[src/rtl/bma_pkg.sv]
`timescale 1ns / 1ps
package bma_pkg;

   localparam int MAP_BITS  = 1024;
   localparam int WORD_BITS = 32;
   localparam int NUM_WORDS = (MAP_BITS + WORD_BITS - 1) / WORD_BITS;
   localparam int WIDX_W    = $clog2(NUM_WORDS);
   localparam int BPOS_W    = $clog2(WORD_BITS);
   localparam int IDX_W     = 10;
   localparam int CNT_W     = 11;
   localparam int NW_W      = WIDX_W + 1;

   typedef logic [WORD_BITS-1:0] word_type;
   typedef logic [WIDX_W-1:0]    widx_type;
   typedef logic [BPOS_W-1:0]    bpos_type;
   typedef logic [IDX_W-1:0]     idx_type;
   typedef logic [CNT_W-1:0]     cnt_type;

   typedef logic [2:0] opcode_type;

   localparam opcode_type OP_SET       = 3'd0;
   localparam opcode_type OP_CLEAR     = 3'd1;
   localparam opcode_type OP_TOGGLE    = 3'd2;
   localparam opcode_type OP_FIND_CLR  = 3'd3;
   localparam opcode_type OP_FIND_SET  = 3'd4;
   localparam opcode_type OP_CLEAR_ALL = 3'd5;
   localparam opcode_type OP_SET_ALL   = 3'd6;

   localparam idx_type NOT_FOUND = '1;
   localparam cnt_type MAP_SIZE  = CNT_W'(MAP_BITS);

   // word unit result: in-use mask of the word, and the highest candidate bit
   typedef struct packed {
      logic     hit;
      bpos_type bit_pos;
      word_type mask;
   } scan_type;

endpackage

[src/rtl/bma_map.sv]
`timescale 1ns / 1ps
module bma_map (
   input  logic               clock,
   input  logic               reset,
   input  logic               clr_all,
   input  logic               wr_en,
   input  bma_pkg::widx_type  wr_addr,
   input  bma_pkg::word_type  wr_data,
   input  bma_pkg::widx_type  rd_addr,
   output bma_pkg::word_type  rd_data
);

   bma_pkg::word_type words_ff [bma_pkg::NUM_WORDS];

   always_ff @(posedge clock) begin
      if (reset || clr_all) begin
         for (int i = 0; i < bma_pkg::NUM_WORDS; i++) begin
            words_ff[i] <= '0;
         end
      end else if (wr_en) begin
         words_ff[wr_addr] <= wr_data;
      end
   end

   assign rd_data = words_ff[rd_addr];

endmodule

[src/rtl/bma_word_unit.sv]
`timescale 1ns / 1ps
module bma_word_unit (
   input  bma_pkg::word_type  word,
   input  logic               want_set,
   input  bma_pkg::widx_type  word_idx,
   input  bma_pkg::cnt_type   size,
   output bma_pkg::scan_type  scan
);

   bma_pkg::cnt_type  base;
   bma_pkg::cnt_type  diff;
   bma_pkg::word_type mask;
   bma_pkg::word_type cand;
   bma_pkg::bpos_type pos;

   assign base = {1'b0, word_idx, bma_pkg::BPOS_W'(0)};
   assign diff = size - base;

   always_comb begin
      if (base >= size) begin
         mask = '0;
      end else if (diff >= bma_pkg::CNT_W'(bma_pkg::WORD_BITS)) begin
         mask = '1;
      end else begin
         // partial last word: keep the low diff bits
         mask = {bma_pkg::WORD_BITS{1'b1}} >>
                ((bma_pkg::BPOS_W+1)'(bma_pkg::WORD_BITS) - diff[bma_pkg::BPOS_W:0]);
      end
   end

   assign cand = (want_set ? word : ~word) & mask;

   always_comb begin
      pos = '0;
      for (int i = 0; i < bma_pkg::WORD_BITS; i++) begin
         if (cand[i]) begin
            pos = bma_pkg::BPOS_W'(i);
         end
      end
   end

   assign scan.hit     = |cand;
   assign scan.bit_pos = pos;
   assign scan.mask    = mask;

endmodule

[src/rtl/bitmap_allocator_with_hints.sv]
`timescale 1ns / 1ps
// Bitmap of 1024 bits kept as 32 words of 32 bits, with a set-bit count and
// last-set / last-cleared hints.
// Request channel: a request (req_opcode, req_bit_index) is taken on a clock
// edge with start high and busy low. busy stays high until the result is out.
// Result channel: rsp_valid is high for one cycle with rsp_result_index,
// rsp_found, rsp_prior_bit and rsp_count_after. There is no back-pressure;
// the receiver must take it in that cycle.
// CSR channel: csr_size_in_use is written when csr_valid and csr_ready are high
// (csr_ready is always high). Write it only while the block is idle.
// Steps, request edge to result strobe:
//   set / clear / toggle through the bit state; clear-all / unused code through the misc state
//   find: N words examined (1..32), one word per cycle through
//         the shared word mask / priority-encode unit
//   set-all: all 32 words written, one word per cycle
// A new request may be taken in the cycle the result strobe is high.
// Reset clears the map, count and hints and sets size_in_use to 1024.
module bitmap_allocator_with_hints (
   input  logic                  clock,
   input  logic                  reset,
   input  logic                  start,
   output logic                  busy,
   input  logic [2:0]            req_opcode,
   input  logic [9:0]            req_bit_index,
   output logic                  rsp_valid,
   output logic [9:0]            rsp_result_index,
   output logic                  rsp_found,
   output logic                  rsp_prior_bit,
   output logic [10:0]           rsp_count_after,
   input  logic                  csr_valid,
   output logic                  csr_ready,
   input  logic [10:0]           csr_size_in_use
);

   localparam logic [2:0] ST_IDLE = 3'd0;
   localparam logic [2:0] ST_BIT  = 3'd1;
   localparam logic [2:0] ST_SCAN = 3'd2;
   localparam logic [2:0] ST_FILL = 3'd3;
   localparam logic [2:0] ST_MISC = 3'd4;

   logic [2:0]               state_ff, state_in;
   bma_pkg::opcode_type      op_ff, op_in;
   bma_pkg::idx_type         idx_ff, idx_in;
   bma_pkg::cnt_type         size_ff, size_in;   // eff size latched per request
   bma_pkg::widx_type        w_ff, w_in;
   logic [bma_pkg::NW_W-1:0] n_ff, n_in;
   bma_pkg::cnt_type         csr_size_ff;
   bma_pkg::cnt_type         ones_ff, ones_in;
   bma_pkg::cnt_type         last_set_ff, last_set_in;
   bma_pkg::cnt_type         last_clr_ff, last_clr_in;

   logic                     rsp_valid_ff, rsp_valid_in;
   bma_pkg::idx_type         rsp_index_ff, rsp_index_in;
   logic                     rsp_found_ff, rsp_found_in;
   logic                     rsp_prior_ff, rsp_prior_in;
   bma_pkg::cnt_type         rsp_count_ff, rsp_count_in;

   logic                     map_clr;
   logic                     map_wr;
   bma_pkg::widx_type        map_rd_addr;
   bma_pkg::word_type        map_wr_data;
   bma_pkg::word_type        map_rd_data;
   bma_pkg::scan_type        scan;

   bma_pkg::cnt_type         eff_size;
   bma_pkg::cnt_type         hint;
   logic [bma_pkg::NW_W-1:0] num_words;
   logic [bma_pkg::NW_W-1:0] w_next;
   logic                     scan_last;
   logic                     cur_bit;
   logic                     in_range;
   logic                     do_flip;
   bma_pkg::cnt_type         nw_sum;

   assign eff_size  = (csr_size_ff > bma_pkg::MAP_SIZE) ? bma_pkg::MAP_SIZE : csr_size_ff;
   assign hint      = (req_opcode == bma_pkg::OP_FIND_SET) ? last_set_ff : last_clr_ff;
   assign nw_sum    = size_ff + bma_pkg::CNT_W'(bma_pkg::WORD_BITS - 1);
   assign num_words = nw_sum[bma_pkg::CNT_W-1:bma_pkg::BPOS_W];
   assign w_next    = {1'b0, w_ff} + bma_pkg::NW_W'(1);
   // also true when the size is zero, so an empty map ends after one look
   assign scan_last = (n_ff + bma_pkg::NW_W'(1)) >= num_words;

   assign map_rd_addr = (state_ff == ST_BIT) ? idx_ff[bma_pkg::IDX_W-1:bma_pkg::BPOS_W] : w_ff;
   assign cur_bit     = map_rd_data[idx_ff[bma_pkg::BPOS_W-1:0]];
   assign in_range    = {1'b0, idx_ff} < size_ff;
   assign do_flip     = in_range && (((op_ff == bma_pkg::OP_SET) && !cur_bit) ||
                                     ((op_ff == bma_pkg::OP_CLEAR) && cur_bit) ||
                                     (op_ff == bma_pkg::OP_TOGGLE));

   bma_map u_map (
      .clock   (clock),
      .reset   (reset),
      .clr_all (map_clr),
      .wr_en   (map_wr),
      .wr_addr (map_rd_addr),
      .wr_data (map_wr_data),
      .rd_addr (map_rd_addr),
      .rd_data (map_rd_data)
   );

   bma_word_unit u_word (
      .word     (map_rd_data),
      .want_set (op_ff == bma_pkg::OP_FIND_SET),
      .word_idx (w_ff),
      .size     (size_ff),
      .scan     (scan)
   );

   always_comb begin
      state_in     = state_ff;
      op_in        = op_ff;
      idx_in       = idx_ff;
      size_in      = size_ff;
      w_in         = w_ff;
      n_in         = n_ff;
      ones_in      = ones_ff;
      last_set_in  = last_set_ff;
      last_clr_in  = last_clr_ff;
      rsp_valid_in = 1'b0;
      rsp_index_in = rsp_index_ff;
      rsp_found_in = rsp_found_ff;
      rsp_prior_in = rsp_prior_ff;
      rsp_count_in = rsp_count_ff;
      map_clr      = 1'b0;
      map_wr       = 1'b0;
      map_wr_data  = map_rd_data;

      case (state_ff)
         ST_IDLE: begin
            if (start) begin
               op_in   = req_opcode;
               idx_in  = req_bit_index;
               size_in = eff_size;
               n_in    = '0;
               w_in    = '0;
               case (req_opcode)
                  bma_pkg::OP_SET, bma_pkg::OP_CLEAR, bma_pkg::OP_TOGGLE: begin
                     state_in = ST_BIT;
                  end
                  bma_pkg::OP_FIND_CLR, bma_pkg::OP_FIND_SET: begin
                     state_in = ST_SCAN;
                     if (hint < eff_size) begin
                        w_in = hint[bma_pkg::IDX_W-1:bma_pkg::BPOS_W];
                     end
                  end
                  bma_pkg::OP_SET_ALL: begin
                     state_in = ST_FILL;
                  end
                  default: begin
                     state_in = ST_MISC;
                  end
               endcase
            end
         end
         ST_BIT: begin
            if (do_flip) begin
               map_wr      = 1'b1;
               map_wr_data = map_rd_data ^
                             (bma_pkg::word_type'(1) << idx_ff[bma_pkg::BPOS_W-1:0]);
               if (cur_bit) begin
                  ones_in     = ones_ff - bma_pkg::CNT_W'(1);
                  last_clr_in = {1'b0, idx_ff};
               end else begin
                  ones_in     = ones_ff + bma_pkg::CNT_W'(1);
                  last_set_in = {1'b0, idx_ff};
               end
            end
            rsp_valid_in = 1'b1;
            rsp_index_in = idx_ff;
            rsp_found_in = in_range;
            rsp_prior_in = in_range && cur_bit;
            rsp_count_in = ones_in;
            state_in     = ST_IDLE;
         end
         ST_SCAN: begin
            n_in = n_ff + bma_pkg::NW_W'(1);
            w_in = (w_next >= num_words) ? '0 : w_next[bma_pkg::WIDX_W-1:0];
            if (scan.hit || scan_last) begin
               rsp_valid_in = 1'b1;
               rsp_index_in = scan.hit ? {w_ff, scan.bit_pos} : bma_pkg::NOT_FOUND;
               rsp_found_in = scan.hit;
               rsp_prior_in = 1'b0;
               rsp_count_in = ones_ff;
               state_in     = ST_IDLE;
            end
         end
         ST_FILL: begin
            map_wr      = 1'b1;
            map_wr_data = scan.mask;
            w_in        = w_ff + bma_pkg::WIDX_W'(1);
            if (w_ff == bma_pkg::WIDX_W'(bma_pkg::NUM_WORDS - 1)) begin
               ones_in      = size_ff;
               last_set_in  = size_ff;
               last_clr_in  = size_ff;
               rsp_valid_in = 1'b1;
               rsp_index_in = '0;
               rsp_found_in = 1'b0;
               rsp_prior_in = 1'b0;
               rsp_count_in = size_ff;
               state_in     = ST_IDLE;
            end
         end
         ST_MISC: begin
            if (op_ff == bma_pkg::OP_CLEAR_ALL) begin
               map_clr     = 1'b1;
               ones_in     = '0;
               last_set_in = '0;
               last_clr_in = '0;
            end
            rsp_valid_in = 1'b1;
            rsp_index_in = '0;
            rsp_found_in = 1'b0;
            rsp_prior_in = 1'b0;
            rsp_count_in = ones_in;
            state_in     = ST_IDLE;
         end
         default: begin
            state_in = ST_IDLE;
         end
      endcase
   end

   always_ff @(posedge clock) begin
      if (reset) begin
         state_ff     <= ST_IDLE;
         csr_size_ff  <= bma_pkg::MAP_SIZE;
         ones_ff      <= '0;
         last_set_ff  <= '0;
         last_clr_ff  <= '0;
         rsp_valid_ff <= 1'b0;
      end else begin
         state_ff     <= state_in;
         ones_ff      <= ones_in;
         last_set_ff  <= last_set_in;
         last_clr_ff  <= last_clr_in;
         rsp_valid_ff <= rsp_valid_in;
         if (csr_valid && csr_ready) begin
            csr_size_ff <= csr_size_in_use;
         end
      end
   end

   always_ff @(posedge clock) begin
      op_ff        <= op_in;
      idx_ff       <= idx_in;
      size_ff      <= size_in;
      w_ff         <= w_in;
      n_ff         <= n_in;
      rsp_index_ff <= rsp_index_in;
      rsp_found_ff <= rsp_found_in;
      rsp_prior_ff <= rsp_prior_in;
      rsp_count_ff <= rsp_count_in;
   end

   assign busy             = (state_ff != ST_IDLE);
   assign csr_ready        = 1'b1;
   assign rsp_valid        = rsp_valid_ff;
   assign rsp_result_index = rsp_index_ff;
   assign rsp_found        = rsp_found_ff;
   assign rsp_prior_bit    = rsp_prior_ff;
   assign rsp_count_after  = rsp_count_ff;

endmodule

[config.mk]
export PLATFORM = sky130hd
export DESIGN_NAME = bitmap_allocator_with_hints
export DESIGN_NICKNAME = d
export VERILOG_FILES = /design/src/rtl/bma_pkg.sv /design/src/rtl/bma_map.sv /design/src/rtl/bma_word_unit.sv /design/src/rtl/bitmap_allocator_with_hints.sv
export SDC_FILE = /design/constraint.sdc
export NUM_CORES = 2
export LEC_CHECK = 0
export BUFFER_PORTS_ARGS = -buffer_cell sky130_fd_sc_hd__buf_4
export CAP_MARGIN = 0
export CORE_AREA = 2 2 335 337
export DETAILED_ROUTE_END_ITERATION = 7
export DIE_AREA = 0 0 337 339
export PLACE_DENSITY_LB_ADDON = 0.15
export SETUP_SLACK_MARGIN = 0.15
export SKIP_CTS_REPAIR_TIMING = 1
export SLEW_MARGIN = 20
export SYNTH_ARGS = -nofsm -noshare
export SYNTH_HDL_FRONTEND = slang
export SYNTH_SLANG_ARGS = --single-unit
[constraint.sdc]
create_clock -name clock -period 7.3 [get_ports clock]
set_clock_uncertainty 0.15 [all_clocks]
set_input_delay 1.095 -clock clock [delete_from_list [all_inputs] [get_ports clock]]
set_output_delay 1.095 -clock clock [all_outputs]
set_load 0.02 [all_outputs]
Word level (Yosys, flattened, before mapping)
Memory sizes are Yosys's and may differ from the RTL's. Cells that the tools add are included. Widths: inputs -> output; s select.

Logic and storage cells: 179. RAM bits: 1024. Memories kept: 1. Input port bits: 28. Bits in read-only memories: 0. Bits in latches: 0. Flip-flop bits (word level): 106. Output and inout port bits: 26.

Multiply operators: 0. Muxes and demuxes: 91. Equal/unequal tests: 21. Magnitude comparators: 8. Reductions and logical operators: 30. $add $sub $neg: 8. Divide/modulo/power cells: 0. Shift-type cells: 2. Bitwise logic cells: 3.

Memory list: u_map.words_ff (words 32, width 32, read ports 1, clocked after Yosys merged registers in 0, wr ports 32, RTL line bma_map.sv:13) `bma_pkg::word_type words_ff [bma_pkg::NUM_WORDS];`.

Operators with widths (count): $mux 32 (5); $mux 11 (12); $mux 5 (22); $pmux 11 s3 (3); $pmux 32 s2 (1); $reduce_or 32->1 (2); $pmux 11 s4 (1); $pmux 10 s4 (1); $and 32x32->32 (1); $mux 4 (8); $not 32->32 (1); $shl 1x5->32 const A (1); $shr 32x6->32 const A (1); $xor 32x32->32 (1); $mux 10 (3); $mux 3 (7); $pmux 3 s3 (2); $mux 1 (16); $eq 3x2->1 const B (5); $eq 3x3->1 const B (5); $pmux 5 s3 (1); $ne 2x2->1 const B (7); $ge 6x6->1 (2); $pmux 6 s2 (1); other kinds (34) (54).

Logic depth before layout (Yosys ltp)
Depth after elaboration: 40. Mapped depth: 30. Depth with buffers taken out: 24.

Cells and area by module
Synthesis repeated with hierarchy kept, for this count alone.

Cells, all modules: 4732. Area, all modules: 57211.1 µm².

Modules (own cells, without submodules): bma_map (sequential area each 30749.5 µm², area an instance 47140.2 µm², times used 1, cells each 3488); bitmap_allocator_with_hints (sequential area each 2702.6 µm², area an instance 7728.7 µm², times used 1, cells each 870); bma_word_unit (sequential area each 0.0 µm², area an instance 2342.2 µm², times used 1, cells each 374).

Least setup slack after synthesis
OpenSTA, ideal clock, no wires.

Path type: reg2reg. From: register w_ff[0]. To: register rsp_count_ff[9] (netlist: rsp_count_after[9]) (data pin). Data arrival time: 5.378 ns. Setup time: 0.265 ns. Path buffers: 5. Period minus slack after synthesis: 5.793 ns. Setup slack: 1.507 ns. Required time: 6.885 ns. Cell stages (with the launch flop): 29. Cells stage by stage: edfxtp_1 buf_2 inv_1 o21ai_2 buf_2 buf_6 buf_2 buf_2 mux2i_1 o22ai_1 nor4_1 nand3_1 a41oi_1 o21ai_1 a32oi_2 inv_2 ha_1 a21o_1 a21oi_1 o21bai_1 a21oi_1 o21bai_1 a21oi_1 o21bai_1 a21oi_1 xor2_1 nor2_1 a221oi_1 a21oi_1.

Word-level cells in the longest chain between the ends: 11. Elaborated cells between the ends (all ways): 13. Classes of those cells: 6 x mux; 6 x reduce/logical; 1 x memory.

RTL lines: start, declared (RTL line bitmap_allocator_with_hints.sv:45) `bma_pkg::widx_type w_ff, w_in;`; start signal, assigned (RTL line bitmap_allocator_with_hints.sv:247) `w_ff <= w_in;`; $mux 5 * (RTL line bitmap_allocator_with_hints.sv:83) `assign map_rd_addr = (state_ff == ST_BIT) ? idx_ff[bma_pkg::IDX_W-1:bma_pkg::BPOS_W] : w_ff;`; $mem_v2 32x32 *; $bmux 1 s5 * (RTL line bitmap_allocator_with_hints.sv:84) `assign cur_bit = map_rd_data[idx_ff[bma_pkg::BPOS_W-1:0]];`; $mux 1 (implied by the code) * (RTL line bitmap_allocator_with_hints.sv:84); $logic_not 1->1 (RTL line bitmap_allocator_with_hints.sv:86) `assign do_flip = in_range && (((op_ff == bma_pkg::OP_SET) && !cur_bit) ||`; $logic_and 1x1->1 (RTL line bitmap_allocator_with_hints.sv:86); $logic_or 1x1->1 (RTL line bitmap_allocator_with_hints.sv:86); $logic_or 1x1->1 (RTL line bitmap_allocator_with_hints.sv:87) `((op_ff == bma_pkg::OP_CLEAR) && cur_bit) ||`; $logic_and 1x1->1 (RTL line bitmap_allocator_with_hints.sv:86); $mux 11 * (RTL line bitmap_allocator_with_hints.sv:156) `if (do_flip) begin`; $pmux 11 s4 * (RTL line bitmap_allocator_with_hints.sv:128) `case (state_ff)`; net rsp_count_in[9] (RTL line bitmap_allocator_with_hints.sv:56) `bma_pkg::cnt_type rsp_count_ff, rsp_count_in;`; end signal, assigned (RTL line bitmap_allocator_with_hints.sv:252) `rsp_count_ff <= rsp_count_in;`; end, declared (RTL line bitmap_allocator_with_hints.sv:56).

Mark *: on every way through the listed nets, which the timed path passes. The rest lies on a longest branch. The select of a mux whose other input is x is not followed. A chain may end at the register's enable or synchronous reset.

Worst setup path after layout
From: register state_ff[0]. To: register rsp_count_ff[9] (netlist: rsp_count_after[9]) (data pin).

Word-level cells in the longest chain between the ends: 12. Elaborated cells between the ends (all ways): 17. Classes of those cells: 4 x eq/ne; 6 x mux; 6 x reduce/logical; 1 x memory.

RTL lines: start, declared (RTL line bitmap_allocator_with_hints.sv:41) `logic [2:0] state_ff, state_in;`; start signal, assigned (RTL line bitmap_allocator_with_hints.sv:232) `state_ff <= state_in;`; $eq 3x1->1 (RTL line bitmap_allocator_with_hints.sv:83, bitmap_allocator_with_hints.sv:128); $mux 5 (RTL line bitmap_allocator_with_hints.sv:83); $mem_v2 32x32; $bmux 1 s5 (RTL line bitmap_allocator_with_hints.sv:84); $mux 1 (implied by the code) (RTL line bitmap_allocator_with_hints.sv:84); $logic_not 1->1 (RTL line bitmap_allocator_with_hints.sv:86); $logic_and 1x1->1 (RTL line bitmap_allocator_with_hints.sv:86); $logic_or 1x1->1 (RTL line bitmap_allocator_with_hints.sv:86); $logic_or 1x1->1 (RTL line bitmap_allocator_with_hints.sv:87); $logic_and 1x1->1 (RTL line bitmap_allocator_with_hints.sv:86); $mux 11 (RTL line bitmap_allocator_with_hints.sv:156); $pmux 11 s4 * (RTL line bitmap_allocator_with_hints.sv:128); net rsp_count_in[9] (RTL line bitmap_allocator_with_hints.sv:56).

Marked as above.

==> impl_results.md <==
* Status: finished clean
* CP Capture Type: register
* Peak supply drop at 0.000242 V
* Share of cells above drive strength 1 at 15.9%
* DRT Wirelength at 238 mm
* H-tree levels at 3
* Area grow syn2layout at 15.9%
* Worst-Skew Late Latency at 0.74 ns
* Post-Route Setup TNS at 0 ns
* CP peak stage delay at 0.54 ns
* Post-synth ARST share at 0%
* Clock root buffer: clkbuf_16
* Commonest non-fill, non-tap cell in the layout: edfxtp_1
* # DRC at 0
* Avg Synthesized Cell Area at 11.2 sq um
* Sequential share of the synthesized area at 59.8%
* Relative slew slack at 31.4%
* Num rows at around 120
* Final worst path period need at 6.99 ns
* Drt first-iter violations at 7578
* RSZ-0062 raised after global routing: false
* Pre-CTS WS at around 0.18 ns
* Post-synth EDFFs at 1082
* Vias in the first global route at 42856
* Unique masters post-synth at 97
* Die Ht at 339 um
* Placeable Area at 110000 sq um
* Total gr overflow at 0
* Detail Route Antenna Nets at 0
* Final period util at 95.7%
* Die area at 114000 sq um
* Max-Cap Viols at 0
* Cell Count, Final, Fillers Out at 6703
* Min setup slack post-route at 0.314 ns
* Critical Path AT at 7.30 ns
* Die width at 337 um
* Crit-path leading delay family: compound AO/OA/AOI/OAI gates
* Placed inst area at between 60000 and 70000 sq um
* Cell Count Post-Placement at 6467
* WS Path Type: reg -> reg
* Global-route wire length before repair at 329 mm
* Post-Syn Area at around 56000 sq um
* Pleak at roughly 24 nW
* CTS buffer count at 120
* Number of I/O port buffers at 52
* CP Data Required Time at 7.62 ns
* Worst setup SP type: register
* DR pass1 iterations at 6
* CTS tree: yes
* Final Hold Fails at 0
* Clock Sinks at 1130
* Worst Path Buf+Inv at 4
* Vias at 45762
* Most frequent cells in the layout: edfxtp_1 (1082), nor2_1 (1000), nand2_1 (421)
* Synth Warn # at 0
* Pin count of the biggest net entering global routing at 60
* Vias per cell at about 6.8
* Slew @ Worst Pin at roughly 1 ns
* Setup violations, final at 0
* Clk buf depth at 3
* Hold WC Path Type: reg -> reg
* Worst-path clk slew at 0.06 ns
* Final HPWL DP at 152 mm
* Starting Density at about half
* Initial antenna violation count at 5
* Max-slew violations at 0
* DR WL/cell at 35.5 um
* Crit path top cell by count: a21oi_1
* #FFs+latches synth at 1130
* Final nets at 5195
* Worst Path Max Fanout at 25
* Fmax at 143 MHz
* Post-Syn Instances at around 5000
* Top-Level Pins at 54
* PwrDens at 270 nW/um^2
* CP max-delay cell: mux2_4
* Routability cong. at 0.989
* GR Util All Layers at 41.2%
* Final Cell Area at 64900 sq um
* Synth Flop Type: edfxtp_1
* Post-Syn Nets at 5085
* Fill cell count at 9062
-- Yosys cell counts, types with 13 or more instances --
cell type / number / area, sq um
a22oi_1: 26 / 195
a21o_1: 20 / 150
nand2_1: 453 / 1700
clkbuf_1: 231 / 867
and3_1: 22 / 138
buf_2: 164 / 821
inv_1: 67 / 251
a221oi_1: 13 / 114
a211oi_1: 29 / 218
a31oi_1: 48 / 300
ha_1: 52 / 651
mux2i_1: 386 / 3860
nand3_1: 82 / 410
o211ai_1: 22 / 165
nor3b_1: 26 / 195
and2_1: 20 / 125
a21oi_1: 295 / 1480
o21ai_0: 104 / 521
o22ai_1: 141 / 882
nor2b_1: 30 / 188
mux4_2: 43 / 968
nor3_1: 90 / 450
nor4_1: 49 / 307
nand4_1: 37 / 231
xnor2_1: 41 / 359
edfxtp_1: 1082 / 32500
buf_4: 15 / 113
nor2_1: 1004 / 3770
mux2_2: 40 / 450
nand2b_1: 18 / 113
dfxtp_1: 48 / 961
o221ai_1: 23 / 201
buf_1: 32 / 120
o21a_1: 21 / 158
-- cells by family after synthesis --
family | after synthesis | share of synthesized area (%)
flops | 1130 | 59.8
simple gates | 1871 | 14.2
compound gates | 916 | 10.6
mux | 469 | 9.44
other cells | 1 | 0.00670
buf+inv | 515 | 3.95
xor+xnor | 47 | 0.735
fa+ha+maj | 54 | 1.23
-- power breakdown --
part	leakage, nW	internal, mW	switching, mW
Combinational	10.4	1.23	2.81
Clock	1.86	3.35	2.67
Sequential	11.5	7.34	0.113
-- flip-flops by register name, indices dropped and copies added (netlist names), 6 cells and up --
| name | count |
|---|---|
| ones_ff | 11 |
| u_map.words_ff | 1024 |
| idx_ff | 10 |
| rsp_count_after | 11 |
| csr_size_ff | 11 |
| n_ff | 6 |
| last_set_ff | 11 |
| size_ff | 11 |
| rsp_result_index | 10 |
| last_clr_ff | 11 |
-- per-stage QoR --
stage	total power, mW	hold WS [ns]	utilization [%]
2_1_floorplan	9.59	0.282	-
3_3_place_gp	11.4	0.293	55.0
3_5_place_dp	11.4	0.301	55.1
4_1_cts	17.3	0.311	58.5
5_1_grt	17.8	0.340	58.8
6_report	17.5	0.314	58.8
-- path summary, 6_finish.rpt --
kind,slack [ns],cells past startpoint,endpoint,from
setup / recovery,0.31,26,rsp_count_after[9],state_ff[0]
hold / removal,0.31,0,size_ff[10],csr_size_ff[10]
setup reg to reg,0.31,26,rsp_count_after[9],state_ff[0]
hold reg to reg,0.31,0,size_ff[10],csr_size_ff[10]
-- layout make-up --
class,count,area [sq um],area share [%]
clock inverters,69,502,0.773
diodes,2,5.00,0.00771
inverters,71,267,0.411
flip-flops and latches,1130,33500,51.6
clock buffers,153,3300,5.08
multi-input cells,3358,21000,32.3
well taps,1488,1860,2.87
repair buffers,432,4520,6.96
-- layer usage --
metal  GRT usage (%)  vias to the layer above  wire (um)
li1                -                    18592          -
met1            53.2                    22378      82400
met2            61.3                     3866     104000
met3            11.1                      918      33800
met4            25.9                        8      17800
met5           0.851                        -        147
(Power assumes the default switching activity.)
